<file path="src/rtl/core/fsei_pkg.sv">
// Package: shared types and constants for the filtered sorted entry index.
package fsei_pkg;
  localparam int Capacity  = 1024;
  localparam int KindCount = 1025;
  localparam int IdxW      = $clog2(Capacity);
  localparam int CntW      = IdxW + 1;

  localparam logic [1:0] REQ_CLEAR  = 2'd0;
  localparam logic [1:0] REQ_ADD    = 2'd1;
  localparam logic [1:0] REQ_SELECT = 2'd2;
  localparam logic [1:0] REQ_READ   = 2'd3;

  localparam logic [2:0] MODE_ONE     = 3'd0;
  localparam logic [2:0] MODE_GROUP   = 3'd1;
  localparam logic [2:0] MODE_RECENT  = 3'd2;
  localparam logic [2:0] MODE_BYKIND  = 3'd3;
  localparam logic [2:0] MODE_BYSLOT  = 3'd4;
  localparam logic [2:0] MODE_FLAGGED = 3'd5;

  typedef struct packed {
    logic [31:0] id;
    logic [9:0]  slot;
    logic [10:0] kind;
    logic        flag;
  } rec_t;

  // One classified request, handed from front to back.
  typedef struct packed {
    logic [1:0]  req;
    logic        ok;
    rec_t        rec;
    logic [2:0]  mode;
    logic [10:0] first;
    logic [10:0] last;
    logic [15:0] row;
  } cmd_t;

  function automatic logic [10:0] group_bound(input logic [3:0] g);
    logic [10:0] b;
    begin
      case (g)
        4'd1: b = 11'd151;
        4'd2: b = 11'd251;
        4'd3: b = 11'd386;
        4'd4: b = 11'd493;
        4'd5: b = 11'd649;
        4'd6: b = 11'd721;
        4'd7: b = 11'd809;
        4'd8: b = 11'd905;
        4'd9: b = 11'd1025;
        default: b = 11'd0;
      endcase
      return b;
    end
  endfunction

  // True if a must come strictly before b.
  function automatic logic goes_before(input rec_t a, input rec_t b, input logic [2:0] mode);
    logic r;
    begin
      if (mode == MODE_BYSLOT) r = a.slot < b.slot;
      else if (mode == MODE_GROUP || mode == MODE_BYKIND)
        r = (a.kind != b.kind) ? (a.kind < b.kind) : (a.id < b.id);
      else r = a.id > b.id;
      return r;
    end
  endfunction
endpackage

</file>
<file path="src/rtl/core/fsei_queue.sv">
// Two-entry queue of commands between front and back.
module fsei_queue (
  input  logic           clk,
  input  logic           rst,
  input  logic           push,
  input  fsei_pkg::cmd_t din,
  input  logic           pop,
  output logic           full,
  output logic           avail,
  output fsei_pkg::cmd_t dout
);
  import fsei_pkg::*;

  cmd_t mem [2];
  logic       wp, rp;
  logic [1:0] cnt;

  assign full  = cnt == 2'd2;
  assign avail = cnt != 2'd0;
  assign dout  = mem[rp];

  always_ff @(posedge clk) begin
    if (push) mem[wp] <= din;
  end

  always_ff @(posedge clk) begin
    if (rst) begin
      wp <= 1'b0;
      rp <= 1'b0;
      cnt <= '0;
    end else begin
      if (push) wp <= ~wp;
      if (pop) rp <= ~rp;
      cnt <= cnt + {1'b0, push} - {1'b0, pop};
    end
  end
endmodule

</file>
<file path="config.mk">
export PLATFORM = sky130hd
export DESIGN_NAME = fsei_queue
export DESIGN_NICKNAME = d
export VERILOG_FILES = /design/src/rtl/core/fsei_pkg.sv /design/src/rtl/core/fsei_queue.sv
export SDC_FILE = /design/constraint.sdc
export NUM_CORES = 1
export LEC_CHECK = 0
export BUFFER_PORTS_ARGS = -buffer_cell sky130_fd_sc_hd__buf_2
export CELL_PAD_IN_SITES_DETAIL_PLACEMENT = 1
export CELL_PAD_IN_SITES_GLOBAL_PLACEMENT = 2
export CORE_ASPECT_RATIO = 1.5
export CORE_MARGIN = 3
export CORE_UTILIZATION = 25
export DETAILED_ROUTE_END_ITERATION = 16
export PLACE_DENSITY = 0.62
export SLEW_MARGIN = 40
export SYNTH_ARGS = -nofsm -noshare
export SYNTH_HDL_FRONTEND = slang
export SYNTH_SLANG_ARGS = --single-unit
</file>
<file path="constraint.sdc">
create_clock -name clk -period 13.95 [get_ports clk]
set_clock_uncertainty 0.15 [all_clocks]
set_input_delay 2.0925 -clock clk [delete_from_list [all_inputs] [get_ports clk]]
set_output_delay 2.0925 -clock clk [all_outputs]
set_load 0.05 [all_outputs]
</file>
# After elaboration in Yosys (flattened, before gate mapping)
# Memory sizes are Yosys's and may differ from the RTL's. A register that Yosys moved wholly into a read port is not among the register bits.
# Cells that the tools add are included.
# Widths: inputs -> output; s select.
[word_totals]
word_cells = 14
in_bits = 102
memories = 1
latchBits = 0
register_bits = 4
mem_bits_ro = 0
output_inout_bits = 100
ramBits = 196
[mem_list]
columns = ["memory", "words", "width", "rd", "rd_clocked_by_memory_dff", "wr", "line", "rtl"]
rows = [
  ["mem", 2, 98, 1, 1, 1, "fsei_queue.sv:14", "cmd_t mem [2];"],
]
[op_classes]
n_lt_le_gt_ge = 0
n_div = 0
reduce_logical = 1
mul = 0
mux = 4
n_eq_ne = 1
add_sub_neg = 2
shift = 0
bitwise = 2
[ops]
columns = ["cell", "count"]
rows = [
  ["$mux 1", 4],
  ["$add 2x1->2", 1],
  ["$eq 2x2->1 const B", 1],
  ["$not 1->1", 2],
  ["$reduce_bool 2->1", 1],
  ["$sub 2x1->2", 1],
]

# Depth between registers and ports, before layout
[logic_depth]
word_depth = 3
depth_mapped = 6
ltp_nobuf = 6

# Least setup slack after synthesis
# No wires, ideal clock.
[synth_timing]
kind = "input to register"
startpoint = "in push"
endpoint = "mem mem[0][0] (netlist name) (enable)"
t_arrival_ns = 6.359
slack_ns = 6.873
setup_time_ns = 0.567
path_buffers = 0
t_required_ns = 13.233
stages = 1
cell_sequence = "nor2b_1"
[synth_between]
elab_chain_len = 2
[synth_lines]
columns = ["item", "line", "rtl"]
rows = [
  ["start, declared", "fsei_queue.sv:5", "input logic push,"],
  ["$mux 1", "fsei_queue.sv:23", "if (push) mem[wp] <= din;"],
  ["$mux 1 (not written as such)", "fsei_queue.sv:23", ""],
  ["end, declared", "fsei_queue.sv:14", ""],
]
# Every way passes these cells.

==> metrics.log <==
INFO  metric grt_pass1_wl = 24600 um
INFO  metric initial_utilization = 25.5%
INFO  metric pwr-share-seq = 48.1%
INFO  metric rsz0062_at_grt = no
INFO  metric cp_cell_sequence = buf_6, mux2_2, buf_2
INFO  metric grt_start_max_net_pins = 78
INFO  metric pin_count = 202
INFO  metric cts_max_path_buffers = 3
INFO  metric largest_delay_share_family_worst_path = buffers and inverters
INFO  metric antenna_violating_nets_post_route = 0
INFO  metric synthesis.yosys.warnings = 0
INFO  metric synth_seq_cells = 201
INFO  metric min-delay-start = rp
INFO  metric total_number_of_vias = 3706
INFO  metric switching_share = 27.0%
INFO  metric critical-path-slowest-cell = sky130_fd_sc_hd__dfxtp_4
INFO  metric wl_per_cell = 17.2 um
INFO  metric clock_input_transition_at_the_sequential_cells_of_the_worst_setup_and_hold_paths = 0.06 ns
INFO  metric postLayoutSetupSlackWorst = 9.22 ns
INFO  metric drt-pass1-iter-count = 4
INFO  metric floorplan.die.width = 146 um
INFO  metric post_cts_hold_buffer_count = 0
INFO  metric clk-insertion-delay-late = 0.48 ns
INFO  metric drt_wl_total = 16200 um
INFO  metric final_min_period_over_clock_period = 33.9%
INFO  metric result_of_the_run = completed
INFO  metric synth.yosys.seq_area_share = 81.3%
INFO  metric p_switching = 0.403 mW
INFO  metric timing.critical_path.from_type = register
INFO  metric hp-class = reg -> reg
INFO  metric mappedNetlistArea = 7360 um2
INFO  metric hold_violations = 0
INFO  metric slew_violations = 0
INFO  metric tritoncts_clock_tree = built
INFO  metric r2r_start = wp
INFO  metric via_per_inst = 3.92
INFO  metric relSlewSlack = 49.7%
INFO  metric number_of_clock_buffers_inserted_by_tritoncts = 21
INFO  metric hpwlAfterDp = 10700 um
INFO  metric layout-drive-gt1-share = 59.9%
INFO  metric wp_buf_inv = 2
INFO  metric drtIter0Drc = 145
INFO  metric power_frac_clock = 35.1%
INFO  metric synthDominantCellAreaShare = 79.9%
INFO  metric netlist-cell-type-count = 14
INFO  metric tns = 0 ns
INFO  metric net_count_after_synthesis = 430
INFO  metric place.gp.congestion = 0.694
INFO  metric report.final.setup_viol = 0
INFO  metric criticalPathCategory = reg -> out
INFO  metric coreArea = 28900 um2
INFO  metric synth.area.top_cells = sky130_fd_sc_hd__edfxtp_1 80%, sky130_fd_sc_hd__mux2_2 12%, sky130_fd_sc_hd__mux2_4 4.1%
INFO  metric critPathRequiredTime = 11.71 ns
INFO  metric post-route-drc-count = 0
INFO  metric internal_power = 1.09 mW
INFO  metric layout_min_cycle_time = 4.73 ns
INFO  metric num-nets-final = 646
INFO  metric die-area = 31600 um2
INFO  metric floorplan.die.height = 216 um
INFO  metric port_buffers = 201
INFO  metric post-place-ws = 9.62 ns
INFO  metric grt_antenna_before_repair = 3
INFO  metric total_grt_overflow = 0
INFO  metric timing.critical_path.to_type = primary output
INFO  metric p_comb_share = 16.8%
INFO  metric tritoncts_num_sinks = 201
INFO  metric htree_levels = 1
INFO  metric critPathMaxStageDelay = 0.66 ns
INFO  metric yosys.area.top_type = sky130_fd_sc_hd__edfxtp_1
INFO  metric power_density = 158 nW/um2
INFO  metric grt_pass1_vias = 4257
INFO  metric root_buffer_cell = sky130_fd_sc_hd__clkbuf_16
INFO  metric p_leak = 3.52 nW
INFO  metric areaGrowthSynthToFinish = 28.7%
INFO  metric cp_data_arrival_time = 2.49 ns
INFO  metric achievable-frequency = 0.212 GHz
INFO  metric post_cts_resize_count = 0
INFO  metric postSynthCellCount = 326
INFO  metric core.rowCount = 76
INFO  metric syn-mean-instance-area = 22.6 um2
INFO  metric cts_setup_buffers = 0
INFO  metric cap_violations = 0
INFO  metric diodes = 0
INFO  metric n_fill_cell = 3049
INFO  metric max-vdd-ir-drop = 0.0000902 V
INFO  metric tot_gr_track_use = 9.96%
INFO  metric worstPathMaxFanout = 70
INFO  metric worst_slew_pin_slew = 0.755 ns
[worst min-delay path: stages, from the launching register on]
cell                      delay (ns)
sky130_fd_sc_hd__dfxtp_1        0.32
sky130_fd_sc_hd__xnor2_1        0.08
sky130_fd_sc_hd__nor2_1         0.08
[cell type report]
type | instances | area (um2) | share of cell area [%]
Sequential cell | 201 | 5990 | 63.2
Multi-Input combinational cell | 112 | 1300 | 13.7
Timing Repair Buffer | 204 | 1040 | 11.0
Clock buffer | 33 | 601 | 6.34
Tap cell | 390 | 488 | 5.15
Clock inverter | 4 | 43.8 | 0.462
Inverter | 2 | 7.51 | 0.0792
[registers in the layout (all words and copies together) (netlist names), named ones only]
| signal | cells |
|---|---|
| wp | 1 |
| mem | 196 |
| rp | 1 |
| cnt | 2 |
[cell families after synthesis]
family        synth area share [%]
flops                         81.3
mux                           16.0
buf+inv                       1.19
simple gates                 0.629
xor+xnor                     0.544
fa+ha+maj                    0.340
[routing by layer]
layer,GRT usage (%),up-vias,share of wire [%]
met5,0,-,0.20
met4,2.95,6,2.4
met3,3.24,35,7.5
met2,19.3,128,55
met1,10.1,1813,35
li1,-,1724,-
[power groups by stage]
| stage | Sequential, mW | Clock [mW] | Combinational [mW] |
|---|---|---|---|
| final | 0.719 | 0.525 | 0.250 |
| after global routing | 0.723 | 0.576 | 0.265 |
| after global placement | 0.731 | 0 | 0.252 |
| after CTS | 0.720 | 0.551 | 0.256 |
| after floorplan | 0.728 | 0 | 0.194 |
| after detailed placement | 0.733 | 0 | 0.255 |
[Yosys cell counts]
cell type	n
sky130_fd_sc_hd__xnor3_1	1
sky130_fd_sc_hd__ha_1	2
sky130_fd_sc_hd__dfxtp_1	5
sky130_fd_sc_hd__buf_6	4
sky130_fd_sc_hd__and2_1	1
sky130_fd_sc_hd__nor2b_1	3
sky130_fd_sc_hd__xnor2_1	2
sky130_fd_sc_hd__edfxtp_1	196
sky130_fd_sc_hd__mux2_4	20
sky130_fd_sc_hd__mux2_2	78
sky130_fd_sc_hd__inv_1	2
sky130_fd_sc_hd__buf_2	7
sky130_fd_sc_hd__or2_2	1
sky130_fd_sc_hd__nor2_1	4
[through the flow]
| stage | hold slack [ns] | power [mW] | util, % | std cells | area, um2 |
|---|---|---|---|---|---|
| detailed placement | 0.360 | 0.988 | 30.5 | 909 | 8820 |
| global placement | 0.345 | 0.983 | 30.5 | 909 | 8810 |
| global route | 0.411 | 1.56 | 32.8 | 946 | 9470 |
| CTS | 0.378 | 1.53 | 32.8 | 946 | 9470 |
| finish | 0.369 | 1.49 | 32.8 | 946 | 9470 |
| floorplan | 0.330 | 0.922 | - | 326 | 7360 |
[final timing paths]
| path | endpoint | slack (ns) | depth (start not counted) |
|---|---|---|---|
| worst max-delay path | dout[62] | 9.22 | 3 |
| worst min register to register | rp | 0.37 | 2 |
| worst min-delay path | rp | 0.37 | 2 |
| worst max register to register | mem[0][73] | 11.77 | 2 |
[cell usage in the layout (no fill, tap or decap)]
cell type,instances
sky130_fd_sc_hd__or2_2,1
sky130_fd_sc_hd__mux2_2,78
sky130_fd_sc_hd__clkbuf_16,21
sky130_fd_sc_hd__clkbuf_8,5
sky130_fd_sc_hd__inv_1,2
sky130_fd_sc_hd__and2_4,1
sky130_fd_sc_hd__dfxtp_4,1
sky130_fd_sc_hd__clkinv_1,1
sky130_fd_sc_hd__nor2_1,4
sky130_fd_sc_hd__clkbuf_1,9
sky130_fd_sc_hd__xnor3_1,1
sky130_fd_sc_hd__ha_1,2
sky130_fd_sc_hd__dfxtp_1,4
sky130_fd_sc_hd__clkinv_2,2
sky130_fd_sc_hd__buf_2,201
sky130_fd_sc_hd__nor2b_1,2
sky130_fd_sc_hd__edfxtp_1,196
sky130_fd_sc_hd__xnor2_1,2
sky130_fd_sc_hd__buf_6,1
sky130_fd_sc_hd__bufinv_16,1
sky130_fd_sc_hd__nor2b_4,1
sky130_fd_sc_hd__mux2_4,20
(Power assumes the default switching activity.)
