### config.mk
export PLATFORM = sky130hd
export DESIGN_NAME = fsei_front
export DESIGN_NICKNAME = d
export VERILOG_FILES = /design/src/rtl/core/fsei_pkg.sv /design/src/rtl/core/fsei_front.sv
export SDC_FILE = /design/constraint.sdc
export NUM_CORES = 1
export LEC_CHECK = 0
export BUFFER_PORTS_ARGS = -buffer_cell sky130_fd_sc_hd__buf_2
export CORE_ASPECT_RATIO = 0.9
export CORE_UTILIZATION = 35
export CTS_CLUSTER_DIAMETER = 200
export DETAILED_ROUTE_END_ITERATION = 10
export PLACE_DENSITY = 0.78
export SLEW_MARGIN = 20
export SYNTH_ARGS = -nofsm -noshare
export SYNTH_HDL_FRONTEND = slang
export SYNTH_SLANG_ARGS = --single-unit
### constraint.sdc
create_clock -name clk -period 2.7 [get_ports clk]
set_clock_uncertainty 0.15 [all_clocks]
set_input_delay 0.135 -clock clk [delete_from_list [all_inputs] [get_ports clk]]
set_output_delay 0.135 -clock clk [all_outputs]
set_load 0.01 [all_outputs]
### src/rtl/core/fsei_pkg.sv
// Package: shared types and constants for the filtered sorted entry index.
package fsei_pkg;
  localparam int Capacity  = 1024;
  localparam int KindCount = 1025;
  localparam int IdxW      = $clog2(Capacity);
  localparam int CntW      = IdxW + 1;

  localparam logic [1:0] REQ_CLEAR  = 2'd0;
  localparam logic [1:0] REQ_ADD    = 2'd1;
  localparam logic [1:0] REQ_SELECT = 2'd2;
  localparam logic [1:0] REQ_READ   = 2'd3;

  localparam logic [2:0] MODE_ONE     = 3'd0;
  localparam logic [2:0] MODE_GROUP   = 3'd1;
  localparam logic [2:0] MODE_RECENT  = 3'd2;
  localparam logic [2:0] MODE_BYKIND  = 3'd3;
  localparam logic [2:0] MODE_BYSLOT  = 3'd4;
  localparam logic [2:0] MODE_FLAGGED = 3'd5;

  typedef struct packed {
    logic [31:0] id;
    logic [9:0]  slot;
    logic [10:0] kind;
    logic        flag;
  } rec_t;

  // One classified request, handed from front to back.
  typedef struct packed {
    logic [1:0]  req;
    logic        ok;
    rec_t        rec;
    logic [2:0]  mode;
    logic [10:0] first;
    logic [10:0] last;
    logic [15:0] row;
  } cmd_t;

  function automatic logic [10:0] group_bound(input logic [3:0] g);
    logic [10:0] b;
    begin
      case (g)
        4'd1: b = 11'd151;
        4'd2: b = 11'd251;
        4'd3: b = 11'd386;
        4'd4: b = 11'd493;
        4'd5: b = 11'd649;
        4'd6: b = 11'd721;
        4'd7: b = 11'd809;
        4'd8: b = 11'd905;
        4'd9: b = 11'd1025;
        default: b = 11'd0;
      endcase
      return b;
    end
  endfunction

  // True if a must come strictly before b.
  function automatic logic goes_before(input rec_t a, input rec_t b, input logic [2:0] mode);
    logic r;
    begin
      if (mode == MODE_BYSLOT) r = a.slot < b.slot;
      else if (mode == MODE_GROUP || mode == MODE_BYKIND)
        r = (a.kind != b.kind) ? (a.kind < b.kind) : (a.id < b.id);
      else r = a.id > b.id;
      return r;
    end
  endfunction
endpackage

### src/rtl/core/fsei_front.sv
// Front: accepts requests, checks and classifies them into commands.
module fsei_front (
  input  logic         clk,
  input  logic         rst,
  input  logic         start,
  input  logic         q_full,
  input  logic [1:0]   req_type,
  input  logic [31:0]  rec_id,
  input  logic [15:0]  rec_slot,
  input  logic [15:0]  rec_kind,
  input  logic         rec_flag,
  input  logic [2:0]   view_mode,
  input  logic [15:0]  view_arg,
  input  logic [15:0]  row_index,
  output logic         busy,
  output logic         q_push,
  output fsei_pkg::cmd_t q_cmd
);
  import fsei_pkg::*;

  logic [CntW-1:0] tot;
  logic add_ok, sel_ok, acc;
  cmd_t c;

  assign busy = q_full || rst;
  assign acc  = start && !busy;

  always_comb begin
    add_ok = (tot < CntW'(Capacity)) && (rec_slot < 16'(Capacity)) && (rec_id != 32'd0)
             && (rec_kind != 16'd0) && (rec_kind <= 16'(KindCount));
    c = '0;
    c.req = req_type;
    c.rec.id = rec_id;
    c.rec.slot = rec_slot[9:0];
    c.rec.kind = rec_kind[10:0];
    c.rec.flag = rec_flag;
    c.mode = view_mode;
    c.row = row_index;
    c.first = 11'd1;
    c.last = 11'(KindCount);
    sel_ok = 1'b1;
    if (view_mode == MODE_ONE) begin
      sel_ok = (view_arg != 16'd0) && (view_arg <= 16'(KindCount));
      c.first = view_arg[10:0];
      c.last = view_arg[10:0];
    end else if (view_mode == MODE_GROUP) begin
      sel_ok = (view_arg >= 16'd1) && (view_arg <= 16'd9);
      c.first = group_bound(view_arg[3:0] - 4'd1) + 11'd1;
      c.last = group_bound(view_arg[3:0]);
    end else if (view_mode > MODE_FLAGGED) begin
      sel_ok = 1'b0;
    end
    case (req_type)
      REQ_CLEAR:  c.ok = 1'b1;
      REQ_ADD:    c.ok = add_ok;
      REQ_SELECT: c.ok = sel_ok;
      default:    c.ok = 1'b0;
    endcase
  end

  // Track the record count here so add checks need nothing from the back.
  always_ff @(posedge clk) begin
    if (rst) begin
      tot <= '0;
    end else if (acc) begin
      if (req_type == REQ_CLEAR) tot <= '0;
      else if (req_type == REQ_ADD && add_ok) tot <= tot + 1'b1;
    end
  end

  assign q_push = acc;
  assign q_cmd  = c;
endmodule

Word level (Yosys, flattened, before mapping)
Memories as Yosys holds them, arrays and structs flattened.
Cells that the tools add are included.
{ "word_totals": {"mem_count": 2, "romBits": 352, "elab_cells": 43, "regBits": 11, "in_bits": 106, "out_inout_bits": 100} }
{ "mem_list": {"columns": ["memory", "depth", "word_bits", "rd", "rd_ports_with_merged_regs", "write_ports", "line_no", "text"], "rows": [
  ["(name not given)", 16, 11, 1, 0, 0, "fsei_pkg.sv:41", "case (g)"],
  ["(name not given)", 16, 11, 1, 0, 0, "fsei_pkg.sv:41", null]
]} }
{ "classes": {"n_lt_le_gt_ge": 7, "eq_ne": 3, "add_sub_neg": 3, "muxes": 10, "reduce_logical": 17} }
{ "ops": {"columns": ["op", "count"], "rows": [
  ["two-way mux 11 bit", 4],
  ["two-way mux 22 bit", 2],
  ["<= comparator 16 x 11 -> 1 bit, second input constant", 2],
  ["nonzero test 16 bit", 2],
  ["nonzero test 32 bit", 1],
  ["adder 11 x 1 -> 11 bit, second input constant", 2],
  ["greater-or-equal comparator 16 x 1 -> 1 bit, second input constant", 1],
  ["<= comparator 16 x 4 -> 1 bit, second input constant", 1],
  ["< comparator 16 x 11 -> 1 bit, second input constant", 1],
  ["< comparator 11 bit, second input constant", 1],
  ["logical AND 1 bit", 8],
  ["subtractor 4 x 1 -> 4 bit, second input constant", 1],
  ["== test 3 x 1 -> 1 bit, second input constant", 1],
  ["> comparator 3 bit, second input constant", 1],
  ["zero test 3 bit", 1],
  ["two-way mux 1 bit", 3],
  ["case mux 1 bit (3 select lines)", 1],
  ["== test 2 x 1 -> 1 bit, second input constant", 1],
  ["== test 2 bit, second input constant", 1],
  ["zero test 2 bit", 1],
  ["AND reduction 2 bit", 1],
  ["nonzero test 2 bit", 1],
  ["zero test 1 bit", 1],
  ["logical OR 1 bit", 1]
]} }

Logic depth before layout (Yosys ltp)
{ "logic_depth": {"word_depth": 8, "ltp_mapped": 13} }

Worst setup path before layout
Ideal clock, no wire load.
{ "synth_timing": {"path_kind": "input -> output", "startpoint": "input view_arg[2]", "endpoint": "output q_cmd[33] in the netlist's numbering", "stages": 13, "path_slack_ps": -378, "arrival_ps": 2793, "path_cell_list": "clkbuf_1 -> clkbuf_1 -> inv_1 -> ha_1 -> clkbuf_1 -> inv_1 -> nor3_1 -> ha_1 -> nand2_1 -> a21oi_1 -> nand2_1 -> xnor2_1 -> o21ai_0"} }
{ "synth_rtl": {"columns": ["item", "line_no", "text"], "rows": [
  ["from (decl)", "fsei_front.sv:13", "input logic [15:0] view_arg,"],
  ["to (decl)", "fsei_front.sv:17", "output fsei_pkg::cmd_t q_cmd"]
]} }

==> metrics.txt <==
# TYPE chip_impl_metric gauge
chip_impl_info{name="regToRegStartpoint",value="tot[10]$_SDFFE_PP0P_"} 1
chip_impl_info{name="crit_path_cells",value="buf_2, inv_1, ha_1, ha_2, nand2b_1, nor2_1, o21ai_1, ha_2, nand2_1, a21oi_2, buf_4, and3_1, o21ai_0, buf_2"} 1
chip_impl_metric{name="groute.layer.met1.usage",unit="%"} 31.77
chip_impl_metric{name="power.leakage",unit="nW"} 1.284
chip_impl_metric{name="postRouteWirelength",unit="mm"} 8.572
chip_impl_metric{name="finish.net_count",unit=""} 536
chip_impl_metric{name="layout-drive-gt1-share",unit="%"} 43.03
chip_impl_metric{name="grt_max_degree",unit=""} 20
chip_impl_metric{name="largest_register_ffs",unit=""} 11
chip_impl_metric{name="critical_path_arrival",unit="ns"} 2.25
chip_impl_metric{name="max_clock_freq",unit="MHz"} 394.9
chip_impl_info{name="layout.cells.most_common",value="buf_2"} 1
chip_impl_metric{name="post-route-drc-count",unit=""} 0
chip_impl_metric{name="adder_cell_area_share_of_the_yosys_netlist",unit="%"} 7.012
chip_impl_metric{name="starting_density_of_the_core",unit="%"} 37.12
chip_impl_metric{name="antenna_cells",unit=""} 0
chip_impl_info{name="largest-register",value="tot"} 1
chip_impl_metric{name="worstRegToRegCells",unit=""} 5
chip_impl_metric{name="synthMuxAreaShare",unit="%"} 2.589
chip_impl_metric{name="fraction_of_the_mapped_netlist_area_in_compound_gates",unit="%"} 23.62
chip_impl_metric{name="timing_worst_slew_pin_value",unit="ns"} 0.5281
chip_impl_info{name="mostFrequentLayoutCells",value="buf_2 (151), nand2_1 (30), a21oi_1 (19), o21ai_0 (17), inv_1 (16)"} 1
chip_impl_info{name="synth_top_flop_cell",value="dfxtp_1"} 1
chip_impl_info{name="netlist.top_cell.by_area",value="buf_4"} 1
chip_impl_metric{name="syn_nets",unit=""} 453
chip_impl_metric{name="chipWidth",unit="um"} 87.82
chip_impl_metric{name="synth.avg_cell_area",unit="um2"} 6.945
chip_impl_metric{name="post_synth_num_cell_types",unit=""} 49
chip_impl_metric{name="initial_antenna_violation_count",unit=""} 0
chip_impl_metric{name="core_area",unit="um2"} 6250
chip_impl_info{name="unrepaired_setup_endpoints_after_global_routing",value="no"} 1
chip_impl_metric{name="final_cell_area",unit="um2"} 2743
chip_impl_metric{name="grt_first_pass_wirelength",unit="mm"} 12.32
chip_impl_metric{name="post-synth-top-area-fraction",unit="%"} 24.27
chip_impl_info{name="grt.busiest_layer",value="met2"} 1
chip_impl_info{name="timing.hold.worst.class",value="primary input to output pin"} 1
chip_impl_metric{name="detail_route.wl_per_cell",unit="um"} 17.04
chip_impl_metric{name="vias_after_detailed_routing",unit=""} 2733
chip_impl_metric{name="placement.io_buffers",unit=""} 151
chip_impl_metric{name="power_per_cell_area",unit="nW/um2"} 249.1
chip_impl_info{name="timing.critical_path.from_type",value="primary input"} 1
chip_impl_metric{name="synth.ff_latch_count",unit=""} 11
chip_impl_metric{name="final.period_utilization",unit="%"} 93.79
chip_impl_metric{name="cts_sinks",unit=""} 11
chip_impl_metric{name="setup-violations-final",unit=""} 0
chip_impl_info{name="path_class",value="primary input to output pin"} 1
chip_impl_info{name="cts_tree",value="yes"} 1
chip_impl_metric{name="setup_ws",unit="ns"} 0.1678
chip_impl_metric{name="ant_nets",unit=""} 0
chip_impl_metric{name="clock_path_buffers",unit=""} 2
chip_impl_metric{name="globalRoute.totalOverflow",unit=""} 0
chip_impl_info{name="crit_start",value="view_arg[1]"} 1
chip_impl_metric{name="worst-endpoint-required",unit="ns"} 2.41
chip_impl_metric{name="yosysSeqAreaShare",unit="%"} 9.493
chip_impl_metric{name="dr.pass1.iters",unit=""} 5
chip_impl_metric{name="gr-usage-met2",unit="%"} 37.44
chip_impl_metric{name="yosys.area_share.xor_xnor",unit="%"} 1.888
chip_impl_metric{name="drt-vias-per-instance",unit=""} 5.433
chip_impl_metric{name="critical_path.max_stage_delay",unit="ns"} 0.40
chip_impl_metric{name="crit_fanout",unit=""} 8
chip_impl_info{name="yosys-top-cells-area",value="buf_4 (24%), dfxtp_1 (9.5%), ha_1 (7.0%)"} 1
chip_impl_metric{name="grt_pass1_vias",unit=""} 2317
chip_impl_metric{name="dpl_cell_area",unit="um2"} 2683
chip_impl_metric{name="detail_route.iter0.violations",unit=""} 212
chip_impl_metric{name="finalPower",unit="W"} 0.0006833
chip_impl_metric{name="async_set_reset_flop_share_out_of_synthesis",unit="%"} 0
chip_impl_metric{name="htreeDepth",unit=""} 1
chip_impl_metric{name="die_area",unit="um2"} 6958
chip_impl_metric{name="post-dp-hpwl",unit="mm"} 7.323
chip_impl_metric{name="cts_buf_count",unit=""} 3
chip_impl_metric{name="syn_inst",unit=""} 334
chip_impl_metric{name="synth_edf_count",unit=""} 0
chip_impl_info{name="status",value="completed"} 1
chip_impl_metric{name="post_synth_and_or_nand_nor_area_fraction",unit="%"} 26.16
chip_impl_info{name="cts-root-buf",value="clkbuf_8"} 1
chip_impl_metric{name="met3_usage",unit="%"} 3.950
chip_impl_metric{name="timing.max_cap.violations",unit=""} 0
chip_impl_metric{name="die_h",unit="um"} 79.24
chip_impl_metric{name="dpl_worst_slack",unit="ns"} 0.08748
chip_impl_metric{name="synthesis.yosys.warnings",unit=""} 0
chip_impl_metric{name="layout_min_cycle_time",unit="ns"} 2.532
chip_impl_metric{name="setup_total_negative_slack",unit="ns"} 0
chip_impl_metric{name="synthesis.area",unit="um2"} 2320
chip_impl_metric{name="grt_resource_usage_total",unit="%"} 22.94
chip_impl_metric{name="boundary_pin_count",unit=""} 206
chip_impl_metric{name="worst_skew_pair.late_latency",unit="ns"} 0.25
chip_impl_metric{name="gpl.final_weighted_congestion",unit=""} 0.9423
chip_impl_info{name="endpoint_kind",value="output pin"} 1
chip_impl_info{name="main_combinational_cell_family_by_area_after_synthesis",value="buffers and inverters"} 1
chip_impl_info{name="worst_hold_startpoint",value="rec_flag"} 1
chip_impl_info{name="cpMaxStageDelayCell",value="ha_2"} 1
chip_impl_metric{name="ir_drop",unit="V"} 0.0002428
chip_impl_metric{name="slew-limit-headroom",unit="%"} 64.47
chip_impl_metric{name="area_growth_syn_to_layout",unit="%"} 18.23
chip_impl_info{name="reg.largest.list",value="tot (11)"} 1
chip_impl_metric{name="rows",unit=""} 27
chip_impl_metric{name="hold_viol_final",unit=""} 0
chip_impl_metric{name="worst_hold_path.num_cells",unit=""} 0
chip_impl_metric{name="final-max-slew-violation-count",unit=""} 0
## path summary, 6_finish.rpt
kind,end,slack [ns]
max,q_cmd[35],0.17
min,q_cmd[41],0.12
min reg2reg,tot[10]$_SDFFE_PP0P_,0.31
max reg2reg,tot[4]$_SDFFE_PP0P_,0.69
## power breakdown
part           internal [W]   switching [W]  leakage, nW  total, W
Clock              0.000104       0.0000694       0.0228  0.000174
Sequential         0.000162  0.000000000354       0.0885  0.000162
Combinational      0.000147        0.000200         1.17  0.000347
Total              0.000414        0.000269         1.28  0.000683
## synthesized netlist by cell type (4+ instances only)
master,number
a31oi_1,6
o211ai_1,7
clkbuf_1,12
nor2_1,13
nor3_1,9
xnor2_1,4
buf_4,75
or4_1,8
nand2_1,30
ha_1,13
o31ai_1,9
dfxtp_1,11
a21oi_1,20
nand3_1,12
mux2i_1,6
o21ai_0,19
nor4_1,12
and3_1,4
nand2b_1,5
nand4_1,5
inv_1,16
## per-stage QoR
step,util [%],instances,hold WS [ns]
floorplan,-,334,0.05407
global placement,42.92,498,0.1201
detailed placement,42.92,498,0.1201
CTS,43.80,503,0.1201
global route,43.88,503,0.1200
finish,43.88,503,0.1200
## critical path: cells and delay by family
kind,cells,cell delay (ns)
fa+ha+maj,3,0.80
buf+inv,4,0.56
simple gates,4,0.47
compound gates,3,0.29
## routing by layer
| metal | vias to the layer above | routed length, um |
|---|---|---|
| met5 | - | 0 |
| met4 | 0 | 65 |
| met3 | 11 | 694 |
| met2 | 141 | 4015 |
| met1 | 1281 | 3796 |
| li1 | 1300 | - |
## cell families (layout without fill, tap and decap cells)
family,after synthesis,count (layout)
compound gates,81,81
fa+ha+maj,13,13
xor+xnor,5,5
simple gates,113,113
mux,6,6
buf+inv,105,187
flops,11,11
## timing repair
item	CTS	global route
hold buffers	1	0
endpoints found under the hold margin	2	0
buffers inserted	0	0
resized for setup	0	3
endpoints found under the setup margin	0	4
## final cells by class
| class | count | area, um2 |
|---|---|---|
| inverter | 16 | 60.06 |
| tap | 87 | 108.9 |
| multi-input combinational | 218 | 1430 |
| clock buffer | 4 | 45.04 |
| sequential | 11 | 220.2 |
| fill | 658 | 3507 |
| timing repair buffer | 167 | 878.3 |
Power figures use the tool's default switching activity.
